===== src/hdl/csfw_pkg.sv =====
// ----------------------------------------------------------------------------
// csfw_pkg
// Shared types and constants for the counting semaphore with its waiter queue.
// ----------------------------------------------------------------------------
package csfw_pkg;

  localparam int unsigned CountW = 16;
  localparam int unsigned InitW  = 15;

  localparam logic signed [CountW-1:0] COUNT_MAX = 16'sh7FFF;

  typedef enum logic [1:0] {
    REQ_WAIT   = 2'd0,
    REQ_SIGNAL = 2'd1,
    REQ_CLOSE  = 2'd2
  } req_e;

  typedef enum logic [2:0] {
    ACT_PROCEED  = 3'd0,
    ACT_BLOCKED  = 3'd1,
    ACT_READY    = 3'd2,
    ACT_ERROR    = 3'd3,
    ACT_NOTHING  = 3'd4,
    ACT_OVERFLOW = 3'd5
  } action_e;

  typedef enum logic {
    ST_IDLE  = 1'b0,
    ST_DRAIN = 1'b1
  } state_e;

  typedef struct packed {
    logic push;
    logic pop;
  } cell_ctrl_t;

endpackage


===== src/hdl/counting_semaphore_fifo_wait.sv =====
// ----------------------------------------------------------------------------
// counting_semaphore_fifo_wait
// Counting semaphore whose blocked callers wait in a chain of queue cells.
// ----------------------------------------------------------------------------
// A wait, signal or unused request yields one word; the next request is taken
// in the following cycle as long as the result word is not stalled. A close
// with N queued waiters yields N error words, one per cycle while the result
// word is not stalled, because the cell chain shifts the head out one slot per
// pop; input stays stalled until the last of them is loaded. A close with an
// empty queue yields a single word. Results sit in an output register.
// ----------------------------------------------------------------------------
module counting_semaphore_fifo_wait #(
  parameter int unsigned QUEUE_DEPTH = 16,
  parameter int unsigned THREAD_BITS = 8
) (
  input  logic                          clk_i,
  input  logic                          rst_ni,
  input  logic                          cfg_we_i,
  input  logic [csfw_pkg::InitW-1:0]    cfg_data_i,
  input  logic                          in_valid_i,
  output logic                          in_stall_o,
  input  logic [1:0]                    req_type_i,
  input  logic [THREAD_BITS-1:0]        thread_id_i,
  output logic                          out_valid_o,
  input  logic                          out_stall_i,
  output logic [2:0]                    action_o,
  output logic [THREAD_BITS-1:0]        out_thread_o,
  output logic                          last_o
);

  logic [csfw_pkg::InitW-1:0]         init_q;
  logic signed [csfw_pkg::CountW-1:0] count_q, count_d;
  csfw_pkg::state_e                   state_q, state_d;

  logic                               out_valid_q, out_valid_d;
  csfw_pkg::action_e                  act_q, act_d;
  logic [THREAD_BITS-1:0]             thr_q, thr_d;
  logic                               last_q, last_d;
  logic                               out_load;

  csfw_pkg::cell_ctrl_t               ctrl;
  logic [QUEUE_DEPTH-1:0]             cell_valid;
  logic [THREAD_BITS-1:0]             cell_thread [QUEUE_DEPTH];

  logic accept, out_free, head_valid, full, count_pos, count_neg;

  assign out_free   = ~out_valid_q | ~out_stall_i;
  assign in_stall_o = (state_q != csfw_pkg::ST_IDLE) | ~out_free;
  assign accept     = in_valid_i & ~in_stall_o;
  assign head_valid = cell_valid[0];
  assign full       = cell_valid[QUEUE_DEPTH-1];
  assign count_neg  = count_q[csfw_pkg::CountW-1];
  assign count_pos  = ~count_neg & (count_q != '0);

  for (genvar i = 0; i < QUEUE_DEPTH; i++) begin : g_cell
    logic                   prev_v;
    logic                   next_v;
    logic [THREAD_BITS-1:0] next_t;
    if (i == 0) begin : g_head
      assign prev_v = 1'b1;
    end else begin : g_body
      assign prev_v = cell_valid[i-1];
    end
    if (i == QUEUE_DEPTH - 1) begin : g_tail
      assign next_v = 1'b0;
      assign next_t = '0;
    end else begin : g_link
      assign next_v = cell_valid[i+1];
      assign next_t = cell_thread[i+1];
    end
    csfw_cell #(
      .THREAD_BITS(THREAD_BITS)
    ) u_cell (
      .clk_i        (clk_i),
      .rst_ni       (rst_ni),
      .ctrl_i       (ctrl),
      .tid_i        (thread_id_i),
      .prev_valid_i (prev_v),
      .next_valid_i (next_v),
      .next_thread_i(next_t),
      .valid_o      (cell_valid[i]),
      .thread_o     (cell_thread[i])
    );
  end

  always_comb begin
    state_d = state_q;
    unique case (state_q)
      csfw_pkg::ST_IDLE: begin
        if (accept && req_type_i == csfw_pkg::REQ_CLOSE && head_valid) begin
          state_d = csfw_pkg::ST_DRAIN;
        end
      end
      csfw_pkg::ST_DRAIN: begin
        if (out_free && !cell_valid[1]) begin
          state_d = csfw_pkg::ST_IDLE;
        end
      end
      default: state_d = csfw_pkg::ST_IDLE;
    endcase
  end

  always_comb begin
    ctrl     = '0;
    out_load = 1'b0;
    act_d    = csfw_pkg::ACT_NOTHING;
    thr_d    = '0;
    last_d   = 1'b1;
    count_d  = count_q;
    unique case (state_q)
      csfw_pkg::ST_IDLE: begin
        if (accept) begin
          out_load = 1'b1;
          unique case (csfw_pkg::req_e'(req_type_i))
            csfw_pkg::REQ_WAIT: begin
              thr_d = thread_id_i;
              if (count_pos) begin
                count_d = count_q - 16'sd1;
                act_d   = csfw_pkg::ACT_PROCEED;
              end else if (full) begin
                act_d = csfw_pkg::ACT_OVERFLOW;
              end else begin
                ctrl.push = 1'b1;
                count_d   = count_q - 16'sd1;
                act_d     = csfw_pkg::ACT_BLOCKED;
              end
            end
            csfw_pkg::REQ_SIGNAL: begin
              if (count_neg && head_valid) begin
                ctrl.pop = 1'b1;
                count_d  = count_q + 16'sd1;
                act_d    = csfw_pkg::ACT_READY;
                thr_d    = cell_thread[0];
              end else if (count_q != csfw_pkg::COUNT_MAX) begin
                count_d = count_q + 16'sd1;
              end
            end
            csfw_pkg::REQ_CLOSE: begin
              count_d = {1'b0, init_q};
              if (head_valid) begin
                out_load = 1'b0;
              end
            end
            default: ;
          endcase
        end
      end
      csfw_pkg::ST_DRAIN: begin
        if (out_free) begin
          ctrl.pop = 1'b1;
          out_load = 1'b1;
          act_d    = csfw_pkg::ACT_ERROR;
          thr_d    = cell_thread[0];
          last_d   = ~cell_valid[1];
        end
      end
      default: ;
    endcase
  end

  assign out_valid_d = out_load | (out_valid_q & out_stall_i);

  always_ff @(posedge clk_i or negedge rst_ni) begin
    if (!rst_ni) begin
      init_q      <= '0;
      count_q     <= '0;
      state_q     <= csfw_pkg::ST_IDLE;
      out_valid_q <= 1'b0;
    end else begin
      if (cfg_we_i) begin
        init_q <= cfg_data_i;
      end
      count_q     <= count_d;
      state_q     <= state_d;
      out_valid_q <= out_valid_d;
    end
  end

  always_ff @(posedge clk_i) begin
    if (out_load) begin
      act_q  <= act_d;
      thr_q  <= thr_d;
      last_q <= last_d;
    end
  end

  assign out_valid_o  = out_valid_q;
  assign action_o     = act_q;
  assign out_thread_o = thr_q;
  assign last_o       = last_q;

  a_neg_iff_queued: assert property (@(posedge clk_i) disable iff (!rst_ni)
    (state_q == csfw_pkg::ST_IDLE) |-> (count_neg == head_valid))
    else $error("count sign disagrees with queue occupancy");

  a_drain_stalls: assert property (@(posedge clk_i) disable iff (!rst_ni)
    (state_q == csfw_pkg::ST_DRAIN) |-> in_stall_o)
    else $error("input taken while draining");

  a_drain_ends_last: assert property (@(posedge clk_i) disable iff (!rst_ni)
    (state_q == csfw_pkg::ST_DRAIN && state_d == csfw_pkg::ST_IDLE)
      |=> (out_valid_q && last_q && act_q == csfw_pkg::ACT_ERROR))
    else $error("drain ended without a last error word");

  for (genvar k = 1; k < QUEUE_DEPTH; k++) begin : g_chk
    a_packed: assert property (@(posedge clk_i) disable iff (!rst_ni)
      cell_valid[k] |-> cell_valid[k-1])
      else $error("gap in waiter chain");
  end

endmodule


===== src/hdl/csfw_cell.sv =====
// ----------------------------------------------------------------------------
// csfw_cell
// One slot of the waiter queue; shifts toward the head on pop, fills on push.
// ----------------------------------------------------------------------------
module csfw_cell #(
  parameter int unsigned THREAD_BITS = 8
) (
  input  logic                   clk_i,
  input  logic                   rst_ni,
  input  csfw_pkg::cell_ctrl_t   ctrl_i,
  input  logic [THREAD_BITS-1:0] tid_i,
  input  logic                   prev_valid_i,
  input  logic                   next_valid_i,
  input  logic [THREAD_BITS-1:0] next_thread_i,
  output logic                   valid_o,
  output logic [THREAD_BITS-1:0] thread_o
);

  logic                   valid_q, valid_d;
  logic [THREAD_BITS-1:0] thread_q, thread_d;
  logic                   take_push;

  assign take_push = ctrl_i.push & ~valid_q & prev_valid_i;

  always_comb begin
    valid_d  = valid_q;
    thread_d = thread_q;
    if (ctrl_i.pop) begin
      valid_d  = next_valid_i;
      thread_d = next_thread_i;
    end else if (take_push) begin
      valid_d  = 1'b1;
      thread_d = tid_i;
    end
  end

  always_ff @(posedge clk_i or negedge rst_ni) begin
    if (!rst_ni) begin
      valid_q <= 1'b0;
    end else begin
      valid_q <= valid_d;
    end
  end

  always_ff @(posedge clk_i) begin
    thread_q <= thread_d;
  end

  assign valid_o  = valid_q;
  assign thread_o = thread_q;

endmodule

===== config.mk =====
export PLATFORM = sky130hd
export DESIGN_NAME = counting_semaphore_fifo_wait
export DESIGN_NICKNAME = d
export VERILOG_FILES = /design/src/hdl/csfw_pkg.sv /design/src/hdl/counting_semaphore_fifo_wait.sv /design/src/hdl/csfw_cell.sv
export SDC_FILE = /design/constraint.sdc
export NUM_CORES = 1
export LEC_CHECK = 0
export BUFFER_PORTS_ARGS = -buffer_cell sky130_fd_sc_hd__buf_4
export CELL_PAD_IN_SITES_DETAIL_PLACEMENT = 0
export CELL_PAD_IN_SITES_GLOBAL_PLACEMENT = 2
export CORE_MARGIN = 2
export CORE_UTILIZATION = 43
export CTS_CLUSTER_SIZE = 30
export DETAILED_ROUTE_END_ITERATION = 10
export GPL_ROUTABILITY_DRIVEN = 1
export GPL_TIMING_DRIVEN = 0
export PLACE_DENSITY = 0.78
export SLEW_MARGIN = 20
export SYNTH_ARGS = -nofsm -noshare
export SYNTH_HDL_FRONTEND = slang
export SYNTH_SLANG_ARGS = --single-unit

===== constraint.sdc =====
create_clock -name clk_i -period 3.3 [get_ports clk_i]
set_input_delay 0 -clock clk_i [delete_from_list [all_inputs] [get_ports clk_i]]
set_output_delay 0 -clock clk_i [all_outputs]
set_load 0.02 [all_outputs]

==> results.py <==
metrics = {
    "floorplanning": {
        "die_area_um2": 21200,
        "rows": 51,
        "die_h_um": 146,
        "coreArea_um2": 19600,
        "fp.dieW_um": 146,
        "io-pin-count": 44,
        "initial_core_util_pct": 44.1,
    },
    "setup_path": {
        "crit_required_ps": 3340,
        "r2r-start": "count_q[10]$_DFFE_PN0P_",
        "startpoint_type": "flop",
        "regToRegSetupSlack_ps": 270,
        "path_cells": "nor3_1, a41o_2, and3_1, buf_4, buf_4, nand2_1, o21ai_0",
        "cpMaxStageDelayCell": "o21ai_0",
        "cp_max_fo": 10,
        "crit_path_max_incr_delay_ps": 850,
        "cp-end-kind": "flop",
        "crit_top_cell": "buf_4",
        "path_class": "reg -> reg",
        "worst_r2r_path_depth": 7,
        "r2r-end": "g_cell[12].u_cell.thread_o[2]$_DFFE_PP_",
        "crit_path_start": "count_q[10]$_DFFE_PN0P_",
        "arrival_ps": 3070,
        "endpoint": "g_cell[12].u_cell.thread_o[2]$_DFFE_PP_",
    },
    "drt": {
        "drt_iter0_drc": 440,
        "vias": 5716,
        "drc": 0,
        "wl_per_cell_um": 18.4,
        "viasPerCell": 5.41,
        "ant_nets": 0,
        "routed_wl_mm": 19.5,
        "drtPass1Iterations": 5,
    },
    "power": {
        "peakVddDrop_uv": 347,
        "p_leak_uw": 0.00446,
        "p_per_area_nw_per_um2": 629,
    },
    "hold_path": {
        "min_path_type": "in -> reg",
    },
    "place": {
        "placed_cell_area_um2": 9280,
        "hpwl_mm": 13.7,
        "place_ws_ps": 180,
        "dp_cells": 999,
        "port_buffers": 42,
        "gp_congestion": 0.899,
    },
    "synthesis": {
        "ys_async_sr_fraction_pct": 25.9,
        "synthCells": 692,
        "synthTopCellsByArea": "edfxtp_1 (46%), dfrtp_1 (14%), a21o_1 (11%)",
        "synth_edf_count": 132,
        "synth_seq_cells": 189,
        "synth_cell_types": 55,
        "synth_top_area_share_pct": 45.9,
        "seq_area_frac_synth_pct": 62.0,
        "yosysTopAreaCell": "edfxtp_1",
        "avgSynthCellArea_um2": 12.5,
        "synth_ff_type": "edfxtp_1",
        "syn_area_um2": 8630,
        "syn-num-nets": 737,
        "ys_warn_count": 0,
    },
    "layout": {
        "layout_common_cells": "edfxtp_1 (132), a21o_1 (128), nand2_1 (68), buf_4 (49), dfrtp_1 (49)",
        "fin_cells": 1057,
        "drive_above_1_share_pct": 17.8,
        "layout_commonest_cell": "edfxtp_1",
        "finalInstanceArea_um2": 10200,
        "synthToLayoutAreaGrowth_pct": 17.7,
        "n_antenna_cell": 0,
        "nets": 825,
    },
    "sta": {
        "final_hold_viol_count": 0,
        "tightest_slew_ps": 1090,
        "setup_slack_ps": 267,
        "rsz0062_at_grt": "false",
        "tns_ps": 0,
        "min_period_over_period_pct": 91.9,
        "finalSetupViolations": 0,
        "max_slew_margin_pct": 26.8,
        "period_minus_slack_ps": 3030,
        "max_freq_mhz": 330,
        "drv_slew": 0,
        "clock_skew_ps": 7.93,
    },
    "clocking": {
        "cts_tree": "done",
        "cts_max_level": 4,
        "numCtsBuffers": 17,
        "cts_setup_buffers": 0,
        "cts.clk_slew.worst_paths_ps": 70,
        "cts_buffer_depth": 2,
        "cts_root_buffer": "clkbuf_16",
        "clkSinkCount": 189,
        "insertion_delay_ps": 420,
    },
    "global_routing": {
        "grt_pass1_wl_mm": 31.7,
        "grt_pass1_vias": 5603,
        "grt_max_degree": 50,
        "antenna_found_initial": 0,
        "grtUsageTotal_pct": 19.2,
        "gr-total-overflow": 0,
    },
    "job": {
        "maxCapViolCount": 0,
    },
    "run_status": {
        "status": "completed",
    },
}
## report_power, final
part           total (uW)  switching, uW  internal [uW]
Sequential           2800            144           2660
Clock                2100            952           1150
Combinational        1490            831            657
Total                6390           1930           4460
## worst min-delay path by stage
stage	from	end	cells past startpoint
after floorplan	rst_ni	count_q[0]$_DFFE_PN0P_	0
after CTS	cfg_we_i	init_q[14]$_DFFE_PN0P_	2
final	cfg_we_i	init_q[1]$_DFFE_PN0P_	2
after global placement	rst_ni	init_q[6]$_DFFE_PN0P_	1
after global routing	cfg_we_i	init_q[1]$_DFFE_PN0P_	2
after detailed placement	rst_ni	init_q[4]$_DFFE_PN0P_	1
## through the flow
step / power, uW / utilization [%] / hold slack (ps)
5_1_grt: 6710 / 51.8 / 124
2_1_floorplan: 3890 / - / -296
6_report: 6390 / 51.8 / 126
4_1_cts: 6410 / 51.8 / 109
3_3_place_gp: 4260 / 47.4 / 67.9
3_5_place_dp: 4270 / 47.4 / 78.4
## per-layer routing
layer  wire length, um  track usage [%]
met1             10200             29.3
met2              8330             27.7
met3               783             4.55
met4               167             4.51
met5                 0                0
## critical path, delay by kind of cell (launching register included)
family | cells | cell delay, ps
and+or+nand+nor | 3 | 650
AOI/OAI and AO/OA | 2 | 1190
DFF | 1 | 430
buffers and inverters | 2 | 370
## layout make-up
| type | count | area, um^2 |
|---|---|---|
| Clock buffer | 17 | 425 |
| Tap cell | 265 | 332 |
| Inverter | 7 | 26.3 |
| Sequential cell | 189 | 5350 |
| Timing Repair Buffer | 69 | 586 |
| Fill cell | 1688 | 9430 |
| Multi-Input combinational cell | 444 | 2940 |
| Buffer | 52 | 327 |
| Clock inverter | 14 | 174 |
## kinds of logic after synthesis
family / share of synthesized area (%)
buf+inv: 4.09
flops: 62.0
mux: 2.77
fa+ha+maj: 2.26
simple gates: 8.52
xor+xnor: 1.01
compound gates: 19.4
## what timing repair did
| item | CTS | global route |
|---|---|---|
| endpoints found under the hold margin | 82 | 0 |
| gates resized for setup | 0 | 0 |
| hold buffers | 27 | 0 |
## sequential cells by signal, summed over array words and instances (netlist names)
signal	count
count_q	16
out_thread_o	8
last_o	1
init_q	15
out_valid_o	1
state_q	1
action_o	3
g_cell.u_cell.valid_o	16
g_cell.u_cell.thread_o	128
## synth_stat cells (all sizes together), types with 4 or more instances
| cell type | n |
|---|---|
| nand2b | 6 |
| o211ai | 5 |
| nor4 | 4 |
| nand4b | 5 |
| clkbuf | 11 |
| nand4 | 4 |
| ha | 14 |
| xnor2 | 6 |
| dfxtp | 8 |
| a21oi | 49 |
| o21ai | 30 |
| nor3 | 4 |
| a31oi | 4 |
| nand3 | 6 |
| xor2 | 4 |
| nor2 | 34 |
| dfrtp | 49 |
| a22o | 7 |
| and2 | 11 |
| inv | 7 |
| mux2 | 15 |
| nand2 | 68 |
| edfxtp | 132 |
| buf | 41 |
| a21o | 128 |
| mux2i | 7 |
Power figures use the tool's default switching activity.
